**src/rtl/lgrs_pkg.sv**
```systemverilog
// ----------------------------------------------------------------------------
// Life generation row step - shared definitions
// Row geometry, cell commands and the tap struct passed between cells.
// ----------------------------------------------------------------------------
package lgrs_pkg;

   localparam int ROW_W     = 64;
   localparam int MAX_WIDTH = 64;
   localparam int WIDTH_W   = 7;

   localparam logic [WIDTH_W-1:0] GRID_WIDTH_RESET = WIDTH_W'(64);

   typedef enum logic [1:0] {
      OP_HOLD,
      OP_CLEAR,
      OP_LOAD,
      OP_SHIFT
   } cell_op_type;

   typedef struct packed {
      logic upper;
      logic middle;
      logic below;
   } cell_tap_type;

endpackage

```
**src/rtl/lgrs_if.sv**
```systemverilog
// ----------------------------------------------------------------------------
// Life generation row step - channel interfaces
// Valid/ready channels for rows in, result rows out and the width register.
// ----------------------------------------------------------------------------
interface lgrs_req_if import lgrs_pkg::*; ();
   logic             valid;
   logic             ready;
   logic [ROW_W-1:0] row_cells;
   logic             first_row;
   logic             end_of_grid;

   modport source (output valid, row_cells, first_row, end_of_grid, input ready);
   modport sink   (input valid, row_cells, first_row, end_of_grid, output ready);
endinterface

interface lgrs_rsp_if import lgrs_pkg::*; ();
   logic             valid;
   logic             ready;
   logic [ROW_W-1:0] next_row;
   logic             last_row;

   modport source (output valid, next_row, last_row, input ready);
   modport sink   (input valid, next_row, last_row, output ready);
endinterface

interface lgrs_csr_if import lgrs_pkg::*; ();
   logic               valid;
   logic               ready;
   logic [WIDTH_W-1:0] data;

   modport source (output valid, data, input ready);
   modport sink   (input valid, data, output ready);
endinterface

```
**src/rtl/lgrs_cell.sv**
```systemverilog
// ----------------------------------------------------------------------------
// Life generation row step - column cell
// Holds one column of the upper and middle rows and computes its next state
// from its own bits and the taps of its left and right neighbors.
// ----------------------------------------------------------------------------
module lgrs_cell import lgrs_pkg::*; (
   input  logic         clock,
   input  logic         reset,
   input  cell_op_type  op,
   input  logic         col_valid,
   input  logic         below,
   input  cell_tap_type left_tap,
   input  cell_tap_type right_tap,
   output cell_tap_type tap,
   output logic         next_bit
);

   logic upper_ff, upper_in;
   logic middle_ff, middle_in;
   logic [3:0] count;

   always_comb begin
      upper_in  = upper_ff;
      middle_in = middle_ff;
      case (op)
         OP_CLEAR: begin
            upper_in  = 1'b0;
            middle_in = 1'b0;
         end
         OP_LOAD: begin
            upper_in  = 1'b0;
            middle_in = below;
         end
         OP_SHIFT: begin
            upper_in  = middle_ff;
            middle_in = below;
         end
         default: begin
            upper_in  = upper_ff;
            middle_in = middle_ff;
         end
      endcase
   end

   always_ff @(posedge clock) begin
      if (reset) begin
         upper_ff  <= 1'b0;
         middle_ff <= 1'b0;
      end else begin
         upper_ff  <= upper_in;
         middle_ff <= middle_in;
      end
   end

   assign tap = '{upper: upper_ff, middle: middle_ff, below: below};

   assign count = {3'b000, left_tap.upper}  + {3'b000, upper_ff}  + {3'b000, right_tap.upper}
                + {3'b000, left_tap.middle} + {3'b000, right_tap.middle}
                + {3'b000, left_tap.below}  + {3'b000, below}     + {3'b000, right_tap.below};

   assign next_bit = col_valid & ((count == 4'd3) | (middle_ff & (count == 4'd2)));

endmodule

```
**src/rtl/life_generation_row_step_top.sv**
```systemverilog
// ----------------------------------------------------------------------------
// Life generation row step - top level
// One Life generation (born on three, survive on two or three) over a grid
// streamed one row per word.
// ----------------------------------------------------------------------------
// Usage:
//   req_port carries one grid row per word; first_row opens a grid and
//   end_of_grid closes it (row_cells is then ignored). rsp_port returns the
//   next generation of the row above each row after the first, and of the
//   bottom row on the closing word, with last_row set.
//   csr_port writes grid_width (columns at or above it are dead); write it
//   only while no word is in flight. csr_port is always ready.
//   A result is registered and shows in the cycle after the word that causes
//   it is accepted. Throughput: one word per cycle while rsp_port is not
//   stalled, set by the row of column cells that all update in the same cycle.
//   A stalled rsp_port holds its word; req_port stays ready as long as the
//   output register is empty or drains in that cycle.
//   Reset clears the held rows, closes any open grid and sets the width to 64.
// ----------------------------------------------------------------------------
module life_generation_row_step_top import lgrs_pkg::*; (
   input  logic  clock,
   input  logic  reset,
   lgrs_req_if.sink   req_port,
   lgrs_rsp_if.source rsp_port,
   lgrs_csr_if.sink   csr_port
);

   logic [WIDTH_W-1:0] grid_width_ff;
   logic               have_middle_ff, have_middle_in;
   logic               rsp_valid_ff, rsp_valid_in;
   logic [ROW_W-1:0]   next_row_ff;
   logic               last_row_ff;

   logic               accept;
   logic               emit;
   cell_op_type        op;
   logic [ROW_W-1:0]   result_row;

   assign req_port.ready = !rsp_valid_ff || rsp_port.ready;
   assign csr_port.ready = 1'b1;
   assign accept         = req_port.valid && req_port.ready;

   always_comb begin
      op             = OP_HOLD;
      emit           = 1'b0;
      have_middle_in = have_middle_ff;
      if (accept) begin
         if (req_port.end_of_grid) begin
            op             = OP_CLEAR;
            emit           = have_middle_ff;
            have_middle_in = 1'b0;
         end else if (req_port.first_row || !have_middle_ff) begin
            op             = OP_LOAD;
            have_middle_in = 1'b1;
         end else begin
            op   = OP_SHIFT;
            emit = 1'b1;
         end
      end
   end

   cell_tap_type taps [MAX_WIDTH];

   genvar i;
   generate
      for (i = 0; i < ROW_W; i++) begin : g_col
         if (i < MAX_WIDTH) begin : g_cell
            logic         col_valid;
            logic         below;
            cell_tap_type left_tap;
            cell_tap_type right_tap;

            assign col_valid = WIDTH_W'(i) < grid_width_ff;
            assign below     = req_port.row_cells[i] & col_valid & !req_port.end_of_grid;

            if (i == 0) begin : g_left_edge
               assign left_tap = '0;
            end else begin : g_left
               assign left_tap = taps[i-1];
            end

            if (i == MAX_WIDTH - 1) begin : g_right_edge
               assign right_tap = '0;
            end else begin : g_right
               assign right_tap = taps[i+1];
            end

            lgrs_cell u_cell (
               .clock     (clock),
               .reset     (reset),
               .op        (op),
               .col_valid (col_valid),
               .below     (below),
               .left_tap  (left_tap),
               .right_tap (right_tap),
               .tap       (taps[i]),
               .next_bit  (result_row[i])
            );
         end else begin : g_dead
            assign result_row[i] = 1'b0;
         end
      end
   endgenerate

   always_comb begin
      rsp_valid_in = rsp_valid_ff && !rsp_port.ready;
      if (emit) begin
         rsp_valid_in = 1'b1;
      end
   end

   always_ff @(posedge clock) begin
      if (reset) begin
         grid_width_ff  <= GRID_WIDTH_RESET;
         have_middle_ff <= 1'b0;
         rsp_valid_ff   <= 1'b0;
      end else begin
         if (csr_port.valid) begin
            grid_width_ff <= csr_port.data;
         end
         have_middle_ff <= have_middle_in;
         rsp_valid_ff   <= rsp_valid_in;
      end
   end

   always_ff @(posedge clock) begin
      if (emit) begin
         next_row_ff <= result_row;
         last_row_ff <= req_port.end_of_grid;
      end
   end

   assign rsp_port.valid    = rsp_valid_ff;
   assign rsp_port.next_row = next_row_ff;
   assign rsp_port.last_row = last_row_ff;

endmodule

```
**src/flat_wrapper.sv**
```systemverilog
// flat-port wrapper written by rule: the top's interface ports become plain ports
module life_generation_row_step_top_flat import lgrs_pkg::*;
  (clock, reset, req_port_valid, req_port_row_cells, req_port_first_row, req_port_end_of_grid, req_port_ready, rsp_port_valid, rsp_port_next_row, rsp_port_last_row, rsp_port_ready, csr_port_valid, csr_port_data, csr_port_ready);
  lgrs_req_if req_port_i ();
  lgrs_rsp_if rsp_port_i ();
  lgrs_csr_if csr_port_i ();
  input  logic clock;
  input  logic reset;
  input wire logic [$bits(req_port_i.valid)-1:0] req_port_valid;
  input wire logic [$bits(req_port_i.row_cells)-1:0] req_port_row_cells;
  input wire logic [$bits(req_port_i.first_row)-1:0] req_port_first_row;
  input wire logic [$bits(req_port_i.end_of_grid)-1:0] req_port_end_of_grid;
  output wire logic [$bits(req_port_i.ready)-1:0] req_port_ready;
  output wire logic [$bits(rsp_port_i.valid)-1:0] rsp_port_valid;
  output wire logic [$bits(rsp_port_i.next_row)-1:0] rsp_port_next_row;
  output wire logic [$bits(rsp_port_i.last_row)-1:0] rsp_port_last_row;
  input wire logic [$bits(rsp_port_i.ready)-1:0] rsp_port_ready;
  input wire logic [$bits(csr_port_i.valid)-1:0] csr_port_valid;
  input wire logic [$bits(csr_port_i.data)-1:0] csr_port_data;
  output wire logic [$bits(csr_port_i.ready)-1:0] csr_port_ready;
  assign req_port_i.valid = req_port_valid;
  assign req_port_i.row_cells = req_port_row_cells;
  assign req_port_i.first_row = req_port_first_row;
  assign req_port_i.end_of_grid = req_port_end_of_grid;
  assign req_port_ready = req_port_i.ready;
  assign rsp_port_valid = rsp_port_i.valid;
  assign rsp_port_next_row = rsp_port_i.next_row;
  assign rsp_port_last_row = rsp_port_i.last_row;
  assign rsp_port_i.ready = rsp_port_ready;
  assign csr_port_i.valid = csr_port_valid;
  assign csr_port_i.data = csr_port_data;
  assign csr_port_ready = csr_port_i.ready;
  life_generation_row_step_top u_core (.clock(clock), .reset(reset), .req_port(req_port_i), .rsp_port(rsp_port_i), .csr_port(csr_port_i));
endmodule
```
**config.mk**
```make
export PLATFORM = sky130hd
export DESIGN_NAME = life_generation_row_step_top_flat
export DESIGN_NICKNAME = d
export VERILOG_FILES = /design/src/rtl/lgrs_pkg.sv /design/src/rtl/lgrs_if.sv /design/src/rtl/lgrs_cell.sv /design/src/rtl/life_generation_row_step_top.sv /design/src/flat_wrapper.sv
export SDC_FILE = /design/constraint.sdc
export NUM_CORES = 1
export LEC_CHECK = 0
export ABC_AREA = 1
export BUFFER_PORTS_ARGS = -buffer_cell sky130_fd_sc_hd__buf_4
export CORE_ASPECT_RATIO = 1.75
export CORE_MARGIN = 2
export CORE_UTILIZATION = 56
export DETAILED_ROUTE_END_ITERATION = 10
export GPL_ROUTABILITY_DRIVEN = 0
export PLACE_DENSITY_LB_ADDON = 0.25
export SYNTH_ARGS = -nofsm -noshare
export SYNTH_HDL_FRONTEND = slang
export SYNTH_SLANG_ARGS = --single-unit
```
**constraint.sdc**
```tcl
create_clock -name clock -period 4.3 [get_ports clock]
set_clock_uncertainty 0.15 [all_clocks]
set_input_delay 0.215 -clock clock [delete_from_list [all_inputs] [get_ports clock]]
set_output_delay 0.215 -clock clock [all_outputs]
set_load 0.02 [all_outputs]
```
==> results_dict.tcl <==
set metrics [dict create \
    grt_max_degree 77 \
    synth_top_family_by_area "adder cells" \
    synth_compound_area_frac 0.0856 \
    grt_pass1_vias 17100 \
    post-place-ws_ns -0.0851 \
    remaining_drc_errors 0 \
    hp-class "in -> reg" \
    utilization 0.662 \
    finalSetupTns_ns 0 \
    cts_sinks 202 \
    core_mm2 0.0327 \
    finalPower_w 0.00549 \
    maxCapViolCount 0 \
    required_ns 4.52 \
    first_pass_iters 8 \
    routed_wirelength_um 51100 \
    relSlewSlack 0.378 \
    maxSlewViolCount 0 \
    worst_setup_path_start_kind "flip-flop" \
    routed_via_density 5.91 \
    clockBufferDepth 3 \
    final_common_cell "inv_1" \
    grt_pass1_wl_um 84200 \
    status "completed" \
    cts_buffers 23 \
    syn-instance-count 2059 \
    clk_pin_slew_ns 0.07 \
    cts_tree "built" \
    wl_per_cell_um 19.0 \
    grtUsageTotal 0.306 \
    rows 88 \
    clk_latency_ns 0.54 \
    yosys_warnings 0 \
    fin_crit_sh 0.970 \
    antenna_cells 0 \
    endpoint_kind "flip-flop" \
    syn_area_mm2 0.0185 \
    dieArea_mm2 0.0345 \
    powerDensity_mw_per_mm2 254 \
    avgSynthCellArea_um2 8.97 \
    fin_ws_ns 0.129 \
    critical_path_class "reg -> reg" \
    fmax_mhz 240 \
    path_max_fanout 7 \
    drive_gt1_frac 0.106 \
    critical_path_arrival_ns 4.39 \
    place_hpwl_um 37200 \
    synth_cell_types 30 \
    initial_utilization 0.564 \
    h-tree-depth 1 \
    seq_area_frac_synth 0.254 \
    vias 15900 \
    peakVddDrop_mv 0.315 \
    hold-worst-slack_ns 0.0108 \
    yosys.area_share.adder 0.401 \
    final_cell_mix "inv_1 (395), nand2_1 (268), fa_1 (252), ha_1 (188), buf_4 (179)" \
    worst-slew-pin-transition_ns 0.933 \
    nets 2789 \
    io_buffers 144 \
    synthMuxAreaShare 0 \
    finalSetupViolCount 0 \
    layout_min_cycle_time_ns 4.17 \
    syn_to_final_growth_pct 17.3 \
    ant_nets 0 \
    syn_nets 2577 \
    die_h_um 244 \
    die_width_um 141 \
    detail_route.iter0.violations 943 \
    antenna_found_initial 0 \
    cellLeakagePower_nw 10.2 \
    io-pin-count 146 \
    root_buffer "clkbuf_16" \
    hold_violations 0 \
    yosys.area_share.xor_xnor 0 \
    grt-ovfl-total 0 \
    synth_seq_cells 202 \
    synthSimpleGateAreaFrac 0.160 \
]
[worst max-delay path: stages, from the launching register on]
cell and delay [ns]:
dfxtp_1 0.50, inv_1 0.20, nand2_1 0.13, inv_1 0.27, nand2_1 0.23, nand4_1 0.27, fa_1 0.58, fa_1 0.53
inv_1 0.04, ha_1 0.22, fa_1 0.38, o21ai_0 0.17, o21ai_0 0.11, nor2_1 0.22
[metal layers]
layer	up-vias	GRT usage	wire [um]
met4	0	0.186	3220
li1	7192	-	-
met3	198	0.0392	3050
met1	7864	0.335	17700
met5	-	0	0
met2	665	0.557	27100
[timing repair]
action	in CTS	in global routing
setup buffers	0	4
endpoints found under the hold margin	70	0
endpoints found under the setup margin	5	34
resized for setup	1	18
hold buffers	78	0
pin swaps	0	1
[kinds of logic after synthesis]
kind of cell / after synthesis
AO/OA/AOI/OAI: 299
adder cells (fa/ha/maj): 440
AND/OR/NAND/NOR: 644
other: 1
buffers and inverters: 473
flip-flops: 202
[synth_stat cells]
library cell  instances  share of area
inv_1               399          0.081
nand2_1             271          0.055
fa_1                252           0.27
ha_1                188           0.13
nand4_1             149          0.050
a21oi_1             140          0.038
dfxtp_1             137           0.15
o21ai_0             127          0.034
nand3_1             112          0.030
nor2_1              104          0.021
edfxtp_1             65           0.11
buf_2                31         0.0084
clkbuf_1             29         0.0059
o211ai_1             12         0.0049
a211oi_1             10         0.0041
buf_1                 7         0.0014
buf_4                 5         0.0020
a22oi_1               4         0.0016
nor3_1                4         0.0011
a31oi_1               2        0.00068
inv_2                 2        0.00041
and2_1                1        0.00034
conb_1                1        0.00020
nand2_2               1        0.00034
nor2_4                1        0.00061
o2111a_1              1        0.00061
o21ai_1               1        0.00027
o21ai_2               1        0.00047
o21bai_2              1        0.00061
or2_2                 1        0.00034
[stage by stage]
stage	cells	area, um2
5_1_grt	2693	21600
2_1_floorplan	2059	18500
3_3_place_gp	2569	20000
3_5_place_dp	2569	20000
4_1_cts	2689	21600
6_report	2693	21600
[final timing paths]
| path | start | to | slack [ns] | depth (start not counted) |
|---|---|---|---|---|
| hold reg to reg | u_core.g_col[0].g_cell.u_cell.upper_ff | u_core.g_col[0].g_cell.u_cell.upper_ff | 0.33 | 2 |
| hold / removal | req_port_row_cells[39] | u_core.g_col[39].g_cell.u_cell.middle_ff | 0.01 | 5 |
| setup / recovery | u_core.grid_width_ff[2] | u_core.rsp_port.next_row[17] | 0.13 | 13 |
| setup reg to reg | u_core.grid_width_ff[2] | u_core.rsp_port.next_row[17] | 0.13 | 13 |
[flip-flops by register name (all words and copies together), names as in the netlist]
register and cells:
u_core.rsp_port.next_row 64, u_core.rsp_port.last_row 1, u_core.have_middle_ff 1, u_core.g_col.g_cell.u_cell.middle_ff 64, u_core.grid_width_ff 7, u_core.g_col.g_cell.u_cell.upper_ff 64, u_core.rsp_port.valid 1
[where the power goes]
| group | internal (W) | switching, W |
|---|---|---|
| sequential | 0.00202 | 0.0000577 |
| clock | 0.00119 | 0.000896 |
| combinational | 0.000513 | 0.000810 |
[final cells by class]
| class | instances | area, um2 |
|---|---|---|
| well taps | 405 | 507 |
| clock inverters | 8 | 73.8 |
| flip-flops and latches | 202 | 4700 |
| fillers | 2637 | 11100 |
| inverters | 401 | 1510 |
| clock buffers | 34 | 699 |
| repair buffers | 259 | 2160 |
| multi-input cells | 1384 | 12000 |
(Power assumes the default switching activity.)
